### config.mk
export PLATFORM = sky130hd
export DESIGN_NAME = circle_outline_point_generator
export DESIGN_NICKNAME = d
export VERILOG_FILES = /design/src/hw/rtl/circ_pkg.sv /design/src/hw/rtl/circ_sqrt.sv /design/src/hw/rtl/circ_emit.sv /design/src/hw/rtl/circle_outline_point_generator.sv
export SDC_FILE = /design/constraint.sdc
export NUM_CORES = 1
export LEC_CHECK = 0
export BUFFER_PORTS_ARGS = -buffer_cell sky130_fd_sc_hd__buf_4
export CORE_ASPECT_RATIO = 0.7
export CORE_MARGIN = 4
export CORE_UTILIZATION = 60
export DETAILED_ROUTE_END_ITERATION = 16
export PLACE_DENSITY = 0.78
export SYNTH_ARGS = -nofsm -noshare
export SYNTH_HDL_FRONTEND = slang
export SYNTH_SLANG_ARGS = --single-unit
export TNS_END_PERCENT = 50
### constraint.sdc
create_clock -name clk -period 5.1 [get_ports clk]
set_clock_uncertainty 0.1 [all_clocks]
set_input_delay 0.51 -clock clk [delete_from_list [all_inputs] [get_ports clk]]
set_output_delay 0.51 -clock clk [all_outputs]
set_load 0.05 [all_outputs]
### src/hw/rtl/circ_pkg.sv
// Shared widths, types and request structure for the circle outline point generator.
`timescale 1ns / 1ps
`default_nettype none
package circ_pkg;

	localparam int RADIUS_BITS = 10;
	localparam int COORD_BITS  = 12;
	localparam int OUT_BITS    = COORD_BITS + 2;
	localparam int SUM_BITS    = (OUT_BITS > RADIUS_BITS + 1) ? OUT_BITS : RADIUS_BITS + 1;
	localparam int CNT_BITS    = $clog2(RADIUS_BITS + 1);
	localparam int IN_BITS     = ((2 * COORD_BITS + RADIUS_BITS + 7) / 8) * 8;
	localparam int OUT_DBITS   = ((2 * OUT_BITS + 7) / 8) * 8;

	localparam logic OP_START   = 1'b0;
	localparam logic OP_ADVANCE = 1'b1;

	typedef logic [COORD_BITS-1:0]      coord_t;
	typedef logic [RADIUS_BITS-1:0]     rad_t;
	typedef logic [RADIUS_BITS:0]       stepx_t;
	typedef logic [2*RADIUS_BITS-1:0]   rsq_t;
	typedef logic [2*RADIUS_BITS:0]     xsq_t;
	typedef logic [OUT_BITS-1:0]        point_t;
	typedef logic [SUM_BITS-1:0]        sum_t;
	typedef logic [CNT_BITS-1:0]        cnt_t;
	typedef logic [RADIUS_BITS+1:0]     rem_t;
	typedef logic [RADIUS_BITS+3:0]     remx_t;
	typedef logic [IN_BITS-1:0]         in_data_t;
	typedef logic [OUT_DBITS-1:0]       out_data_t;

	typedef struct packed {
		logic   done;
		coord_t cx;
		coord_t cy;
		stepx_t x;
		rad_t   y;
	} emit_req_t;

endpackage
`default_nettype wire

### src/hw/rtl/circ_sqrt.sv
// Digit-serial integer square root, two radicand bits per cycle.
`timescale 1ns / 1ps
`default_nettype none
module circ_sqrt (
	input  wire logic              clk,
	input  wire logic              arst_n,
	input  wire logic              start,
	input  wire circ_pkg::rsq_t    radicand,
	output logic                   busy,
	output logic                   fin,
	output circ_pkg::rad_t         root
);

	circ_pkg::rsq_t  rad_q;
	circ_pkg::rem_t  rem_q;
	circ_pkg::rad_t  root_q;
	circ_pkg::cnt_t  cnt_q;
	circ_pkg::remx_t rem_x;
	circ_pkg::remx_t trial;
	circ_pkg::remx_t diff;
	logic            ge;

	always_comb begin
		rem_x = {rem_q, rad_q[2*circ_pkg::RADIUS_BITS-1 -: 2]};
		trial = circ_pkg::remx_t'({root_q, 2'b01});
		ge    = rem_x >= trial;
		diff  = rem_x - trial;
		root  = {root_q[circ_pkg::RADIUS_BITS-2:0], ge};
		busy  = cnt_q != '0;
		fin   = cnt_q == circ_pkg::cnt_t'(1);
	end

	always_ff @(posedge clk or negedge arst_n) begin
		if (!arst_n) begin
			cnt_q <= '0;
		end else if (start) begin
			cnt_q <= circ_pkg::cnt_t'(circ_pkg::RADIUS_BITS);
		end else if (busy) begin
			cnt_q <= cnt_q - circ_pkg::cnt_t'(1);
		end
	end

	always_ff @(posedge clk) begin
		if (start) begin
			rad_q  <= radicand;
			rem_q  <= '0;
			root_q <= '0;
		end else if (busy) begin
			rad_q  <= {rad_q[2*circ_pkg::RADIUS_BITS-3:0], 2'b00};
			rem_q  <= ge ? circ_pkg::rem_t'(diff) : circ_pkg::rem_t'(rem_x);
			root_q <= root;
		end
	end

endmodule
`default_nettype wire

### src/hw/rtl/circ_emit.sv
// Sequencer: eight mirrored points or a done result into the output register.
`timescale 1ns / 1ps
`default_nettype none
module circ_emit (
	input  wire logic                  clk,
	input  wire logic                  arst_n,
	input  wire logic                  req_valid,
	input  wire circ_pkg::emit_req_t   req,
	output logic                       busy,
	output logic                       m_tvalid,
	input  wire logic                  m_tready,
	output circ_pkg::out_data_t        m_tdata,
	output logic                       m_tlast,
	output logic                       m_tuser
);

	circ_pkg::emit_req_t req_q;
	logic                pend_q;
	logic [2:0]          idx_q;
	logic                ov_q;
	circ_pkg::point_t    px_q;
	circ_pkg::point_t    py_q;
	logic                last_q;
	logic                done_q;
	logic                load;
	circ_pkg::sum_t      off_x;
	circ_pkg::sum_t      off_y;
	circ_pkg::sum_t      sum_x;
	circ_pkg::sum_t      sum_y;

	always_comb begin
		load  = pend_q && (!ov_q || m_tready);
		off_x = idx_q[2] ? circ_pkg::sum_t'(req_q.y) : circ_pkg::sum_t'(req_q.x);
		off_y = idx_q[2] ? circ_pkg::sum_t'(req_q.x) : circ_pkg::sum_t'(req_q.y);
		sum_x = idx_q[0] ? circ_pkg::sum_t'(req_q.cx) - off_x
				: circ_pkg::sum_t'(req_q.cx) + off_x;
		sum_y = idx_q[1] ? circ_pkg::sum_t'(req_q.cy) - off_y
				: circ_pkg::sum_t'(req_q.cy) + off_y;
		busy  = pend_q;
	end

	always_ff @(posedge clk or negedge arst_n) begin
		if (!arst_n) begin
			pend_q <= 1'b0;
			idx_q  <= '0;
			ov_q   <= 1'b0;
		end else begin
			if (req_valid) begin
				pend_q <= 1'b1;
				idx_q  <= '0;
			end else if (load) begin
				idx_q <= idx_q + 3'd1;
				if (req_q.done || idx_q == 3'd7) begin
					pend_q <= 1'b0;
				end
			end
			if (load) begin
				ov_q <= 1'b1;
			end else if (m_tready) begin
				ov_q <= 1'b0;
			end
		end
	end

	always_ff @(posedge clk) begin
		if (req_valid) begin
			req_q <= req;
		end
		if (load) begin
			px_q   <= req_q.done ? '0 : sum_x[circ_pkg::OUT_BITS-1:0];
			py_q   <= req_q.done ? '0 : sum_y[circ_pkg::OUT_BITS-1:0];
			last_q <= !req_q.done && idx_q == 3'd7;
			done_q <= req_q.done;
		end
	end

	assign m_tvalid = ov_q;
	assign m_tdata  = circ_pkg::out_data_t'({py_q, px_q});
	assign m_tlast  = last_q;
	assign m_tuser  = done_q;

endmodule
`default_nettype wire

### src/hw/rtl/circle_outline_point_generator.sv
// Top level of the circle outline point generator.
//
//  group | dir | tdata (low bit up)               | tlast        | tuser
//  s_*   | in  | center_x, center_y, radius, pad  | -            | op (0 start, 1 advance)
//  m_*   | out | point_x, point_y, pad            | last_of_step | circle_done
//
// A start loads the circle registers. A point-producing advance starts circ_sqrt, which
// forms one root digit per cycle over RADIUS_BITS digits; unless the output stalls, the
// eight points leave one per cycle alongside the root. A done advance gives a done result.
// Reset clears all control state and leaves no circle active.
// Input is held while a root is in progress or the point sequencer still holds a step;
// a stalled output holds its register and holds off the sequencer.
`timescale 1ns / 1ps
`default_nettype none
module circle_outline_point_generator (
	input  wire logic                  clk,
	input  wire logic                  arst_n,
	input  wire logic                  s_tvalid,
	output logic                       s_tready,
	input  wire circ_pkg::in_data_t    s_tdata,   // center_x, center_y, radius
	input  wire logic                  s_tuser,   // op
	output logic                       m_tvalid,
	input  wire logic                  m_tready,
	output circ_pkg::out_data_t        m_tdata,   // point_x, point_y
	output logic                       m_tlast,
	output logic                       m_tuser    // circle_done
);

	circ_pkg::coord_t    cx_q;
	circ_pkg::coord_t    cy_q;
	circ_pkg::stepx_t    step_x_q;
	circ_pkg::rad_t      step_y_q;
	circ_pkg::rsq_t      rsq_q;
	circ_pkg::xsq_t      xsq_q;
	logic                active_q;
	circ_pkg::xsq_t      xsq_nxt;
	circ_pkg::xsq_t      rsq_ext;
	circ_pkg::rsq_t      radicand;
	circ_pkg::rad_t      in_radius;
	circ_pkg::emit_req_t req;
	logic                acc;
	logic                start_acc;
	logic                adv_acc;
	logic                adv_done;
	logic                sq_start;
	logic                sq_busy;
	logic                sq_fin;
	circ_pkg::rad_t      sq_root;
	logic                em_busy;

	always_comb begin
		acc       = s_tvalid && s_tready;
		start_acc = acc && (s_tuser == circ_pkg::OP_START);
		adv_acc   = acc && (s_tuser == circ_pkg::OP_ADVANCE);
		in_radius = s_tdata[2*circ_pkg::COORD_BITS +: circ_pkg::RADIUS_BITS];
		adv_done  = !active_q || (step_x_q > circ_pkg::stepx_t'(step_y_q));
		xsq_nxt   = xsq_q + circ_pkg::xsq_t'({step_x_q, 1'b1});
		rsq_ext   = circ_pkg::xsq_t'(rsq_q);
		radicand  = (xsq_nxt >= rsq_ext) ? '0 : circ_pkg::rsq_t'(rsq_ext - xsq_nxt);
		sq_start  = adv_acc && !adv_done;
		req.done  = adv_done;
		req.cx    = cx_q;
		req.cy    = cy_q;
		req.x     = step_x_q;
		req.y     = step_y_q;
	end

	assign s_tready = !sq_busy && !em_busy;

	always_ff @(posedge clk or negedge arst_n) begin
		if (!arst_n) begin
			active_q <= 1'b0;
			step_x_q <= '0;
			step_y_q <= '0;
			rsq_q    <= '0;
			xsq_q    <= '0;
			cx_q     <= '0;
			cy_q     <= '0;
		end else begin
			if (start_acc) begin
				cx_q     <= s_tdata[0 +: circ_pkg::COORD_BITS];
				cy_q     <= s_tdata[circ_pkg::COORD_BITS +: circ_pkg::COORD_BITS];
				step_x_q <= '0;
				step_y_q <= in_radius;
				rsq_q    <= circ_pkg::rsq_t'(in_radius) * circ_pkg::rsq_t'(in_radius);
				xsq_q    <= '0;
				active_q <= 1'b1;
			end else if (sq_start) begin
				step_x_q <= step_x_q + circ_pkg::stepx_t'(1);
				xsq_q    <= xsq_nxt;
			end
			if (sq_fin) begin
				step_y_q <= sq_root;
			end
		end
	end

	circ_sqrt u_sqrt (
		.clk      (clk),
		.arst_n   (arst_n),
		.start    (sq_start),
		.radicand (radicand),
		.busy     (sq_busy),
		.fin      (sq_fin),
		.root     (sq_root)
	);

	circ_emit u_emit (
		.clk       (clk),
		.arst_n    (arst_n),
		.req_valid (adv_acc),
		.req       (req),
		.busy      (em_busy),
		.m_tvalid  (m_tvalid),
		.m_tready  (m_tready),
		.m_tdata   (m_tdata),
		.m_tlast   (m_tlast),
		.m_tuser   (m_tuser)
	);

endmodule
`default_nettype wire

==> out/metrics.csv <==
stage,metric,value,unit
job,max-cap violations,0,
logic_synthesis,most numerous cell in the Yosys netlist,inv_1,
hold_path,Hold Startpoint,s_tdata[16],
global_route,grt total ovfl,0,
logic_synthesis,top cell type's share of synthesized area,18.2,%
worst_setup_path,CP max stage cell,dfrtp_1,
cells_and_area,post-layout util,69.3,%
worst_setup_path,Worst Path Max Fanout,9,
timing,Max Fclk,204,MHz
placed_design,post-DP HPWL,28.4,mm
power,sw power,0.00410,W
status,status,"finished, final reports clean",
worst_setup_path,critical path startpoint category,register,
worst_setup_path,flop-to-flop setup slack,0.19,ns
floorplan,# rows,49,
clock_network,clk buf depth,3,
worst_setup_path,"slowest stage delay, CP",0.51,ns
logic_synthesis,Async SR Flop Fraction,44.6,%
timing,worst slew pin tran,0.907,ns
timing,share of the clock period used by the worst path,96.3,%
hold_path,HP Class,input port to register,
cells_and_area,area of the multi-input gates,9270,µm²
clock_network,Root Driver,clkbuf_16,
worst_setup_path,Worst Path Arrival,5.12,ns
timing,TNS Setup,0,ns
cells_and_area,FF/Latch Area,5700,µm²
placed_design,RD Place Congestion,0.919,
power,Clk pwr share,17.0,%
power,Cell Int Power,0.00578,W
worst_setup_path,crit-path leading delay family,compound AO/OA/AOI/OAI gates,
hold_path,Hold Path Stages,3,
routing,number of DRC markers in iteration 0,842,
routing,residual DRC count,0,
power,sequential share of power,28.1,%
power,Sw Ratio,41.5,%
logic_synthesis,post-synthesis cell type count,79,
clock_network,H-tree depth,1,
clock_network,"Reg clk slew, reported paths",0.07,ns
timing,min Tclk post-route,4.91,ns
timing,final setup violating endpoints,0,
timing,RSZ-0062 raised after global routing,yes,
cells_and_area,"Area growth, synth to finish",13.2,%
routing,Detail Route Antenna Nets,0,
worst_setup_path,worst path cell trace,inv_1 > fa_1 > nor2b_1 > o2111ai_1 > nand4_1 > a31o_1 > a21o_1 > xor2_2 > ha_1 > nand4_1 > nor3_1 > nand2_1 > a31oi_2 > a31oi_1 > o21ai_0 > xor2_1 > a22o_1,
logic_synthesis,"top cells by count, synth","inv_1, nand2_1, ha_1",
logic_synthesis,Post-Syn Area per Cell,9.31,µm²
power,pwr dens,552,nW/µm²
worst_setup_path,CP Buf/Inv Count,1,
clock_network,TritonCTS clock tree,done,
floorplan,I/O pin total,81,
logic_synthesis,Post-synth EDFFs,96,
cells_and_area,nets@finish,2049,
floorplan,DIE HEIGHT,144,µm
global_route,vias in the first global route,12145,
routing,Wirelength per Cell,17.3,µm
timing,Slew Limit Fails,0,
floorplan,Die X,202,µm
worst_setup_path,Worst Setup End Kind,register,
logic_synthesis,Area contributors post-synth,"edfxtp_1, dfrtp_1, ha_1",
global_route,initial antenna violation count,0,
clock_network,Skew-Pair Late Insertion Delay,0.55,ns
floorplan,core area,25800,µm²
clock_network,number of CTS-inserted buffers,23,
routing,Detailed Routing Iterations Pass 1,6,
global_route,largest net degree at the start of global routing,63,
global_route,GRT Total Usage,25.9,%
worst_setup_path,Setup Crit Path Kind,register to register,
logic_synthesis,"flops & latches, synth",213,
power,LEAKAGE,8.52,nW
logic_synthesis,top_reg_cell synth,edfxtp_1,
timing,final hold vios,0,
power,Peak VDD IR,0.000359,V
routing,sum of routed wire length over all layers,37.4,mm
hold_path,Worst Hold Path EP,cy_q[4],
floorplan,Initial Utilization,61.3,%
floorplan,die area,29100,µm²
logic_synthesis,Synth Instances,1699,
worst_setup_path,CP dominant cell by count,nand4_1,
worst_setup_path,Critical Path RT,5.31,ns
placed_design,IO buf count,70,
timing,slew margin rel.,39.4,%
cells_and_area,share of cells above drive strength 1,12.2,%
logic_synthesis,Yosys Warn Count,0,
routing,vias,12521,
logic_synthesis,"Seq/Total Area, Yosys",36.1,%
cells_and_area,number of filler cells placed in the layout,1961,
power,Logic pwr share,54.9,%
routing,vias per cell,5.80,
worst_setup_path,worst reg2reg startpoint,step_x_q[0],
global_route,first-pass GRT wire length,61.5,mm
logic_synthesis,cell taking the most area after synthesis,edfxtp_1,
logic_synthesis,Mapped Area,15800,µm²
worst_setup_path,FF-to-FF path depth,17,
worst_setup_path,reg2reg end,u_sqrt.rad_q[19],
clock_network,clk sinks,213,
==> layer usage <==
metal	track usage [%]	vias to the layer above	wire length, µm
li1	-	5998	-
met1	38.0	6103	17800
met2	40.3	362	16000
met3	6.00	58	3000
met4	4.49	0	627
met5	0	-	0
==> cell usage in the layout, fill, tap and decap left out, types with 6 or more instances in the layout <==
cell and instances:
a22o_1 20, a21o_1 28, clkbuf_16 23, dfxtp_1 22
dfrtp_1 95, a211oi_1 21, o21bai_1 9, ha_1 160
and3_1 14, o21ai_0 106, nor2b_1 23, nand4_1 7
edfxtp_1 96, a31oi_1 10, or3_1 16, nor3_1 28
inv_1 193, mux2i_1 39, nand2_1 172, o31ai_1 9
and2_1 28, nand3_1 43, buf_4 131, clkbuf_1 6
xor2_1 31, fa_1 52, nor2_1 98, o211ai_1 7
nand2b_1 18, o21a_1 14, a21oi_1 94, xnor2_1 52
ha_4 6
==> worst min-delay path, stage by stage <==
cell and delay [ns]:
buf_4 0.08, nand2_1 0.04, nand2_1 0.04
==> area by class of cell <==
| cell class | instances | share of cell area [%] |
|---|---|---|
| Antenna cell | 1 | 0.0140 |
| Clock buffer | 30 | 3.42 |
| Clock inverter | 12 | 0.755 |
| Inverter | 196 | 4.11 |
| Multi-Input combinational cell | 1219 | 51.8 |
| Sequential cell | 213 | 31.9 |
| Tap cell | 357 | 2.50 |
| Timing Repair Buffer | 132 | 5.55 |
==> per-stage QoR <==
stage                     power [W]  cell area, µm²  hold slack [ns]  setup slack [ns]  cells
after CTS                   0.00986           17900           0.0421             0.168   2159
after detailed placement    0.00814           17100            0.330            -0.241   2116
final                       0.00988           17900           0.0522             0.187   2160
after global routing         0.0107           17900           0.0510           -0.0456   2159
after global placement      0.00793           17100            0.328            -0.131   2116
after floorplan             0.00681           16000            0.114          -0.00235   1702
==> power groups by stage <==
stage | registers (W) | clock network (W) | logic, W
after floorplan | 0.00279 | 0 | 0.00401
after global placement | 0.00278 | 0 | 0.00515
after detailed placement | 0.00280 | 0 | 0.00535
after CTS | 0.00277 | 0.00169 | 0.00539
after global routing | 0.00283 | 0.00178 | 0.00608
final | 0.00278 | 0.00168 | 0.00542
==> worst max path at each step <==
stage,slack (ns),endpoint,startpoint,cells past startpoint
after floorplan,-0.002,rsq_q[16],s_tdata[25],19
after global placement,-0.13,rsq_q[19],s_tdata[25],19
after detailed placement,-0.24,rsq_q[19],s_tdata[26],20
after CTS,0.17,u_sqrt.rad_q[18],step_x_q[0],15
after global routing,-0.05,u_sqrt.rad_q[19],step_x_q[0],18
final,0.19,u_sqrt.rad_q[19],step_x_q[0],17
==> kinds of logic after synthesis <==
group | Yosys count | share of synthesized area, %
buf+inv | 270 | 6.65
other cells | 1 | 0.0237
simple gates | 494 | 15.1
flops | 213 | 36.0
mux | 42 | 2.68
xor+xnor | 85 | 4.71
fa+ha+maj | 219 | 19.8
compound gates | 375 | 15.0
==> timing repair <==
item                                    CTS  global route
setup buffers                             0             0
hold buffers                              1             0
endpoints found under the setup margin    0             5
hold endpoints to repair                 49             0
gates resized for setup                   0             5
==> sequential cells by signal (all words and copies together) (netlist names) <==
register / count
active_q: 1
cx_q: 12
cy_q: 12
rsq_q: 19
step_x_q: 11
step_y_q: 10
u_emit.busy: 1
u_emit.idx_q: 3
u_emit.m_tlast: 1
u_emit.m_tuser: 1
u_emit.m_tvalid: 1
u_emit.px_q: 14
u_emit.py_q: 14
u_emit.req_q: 46
u_sqrt.cnt_q: 4
u_sqrt.rad_q: 20
u_sqrt.rem_q: 12
u_sqrt.root_q: 10
xsq_q: 21
Note: power is estimated with default switching activity, not from simulation.
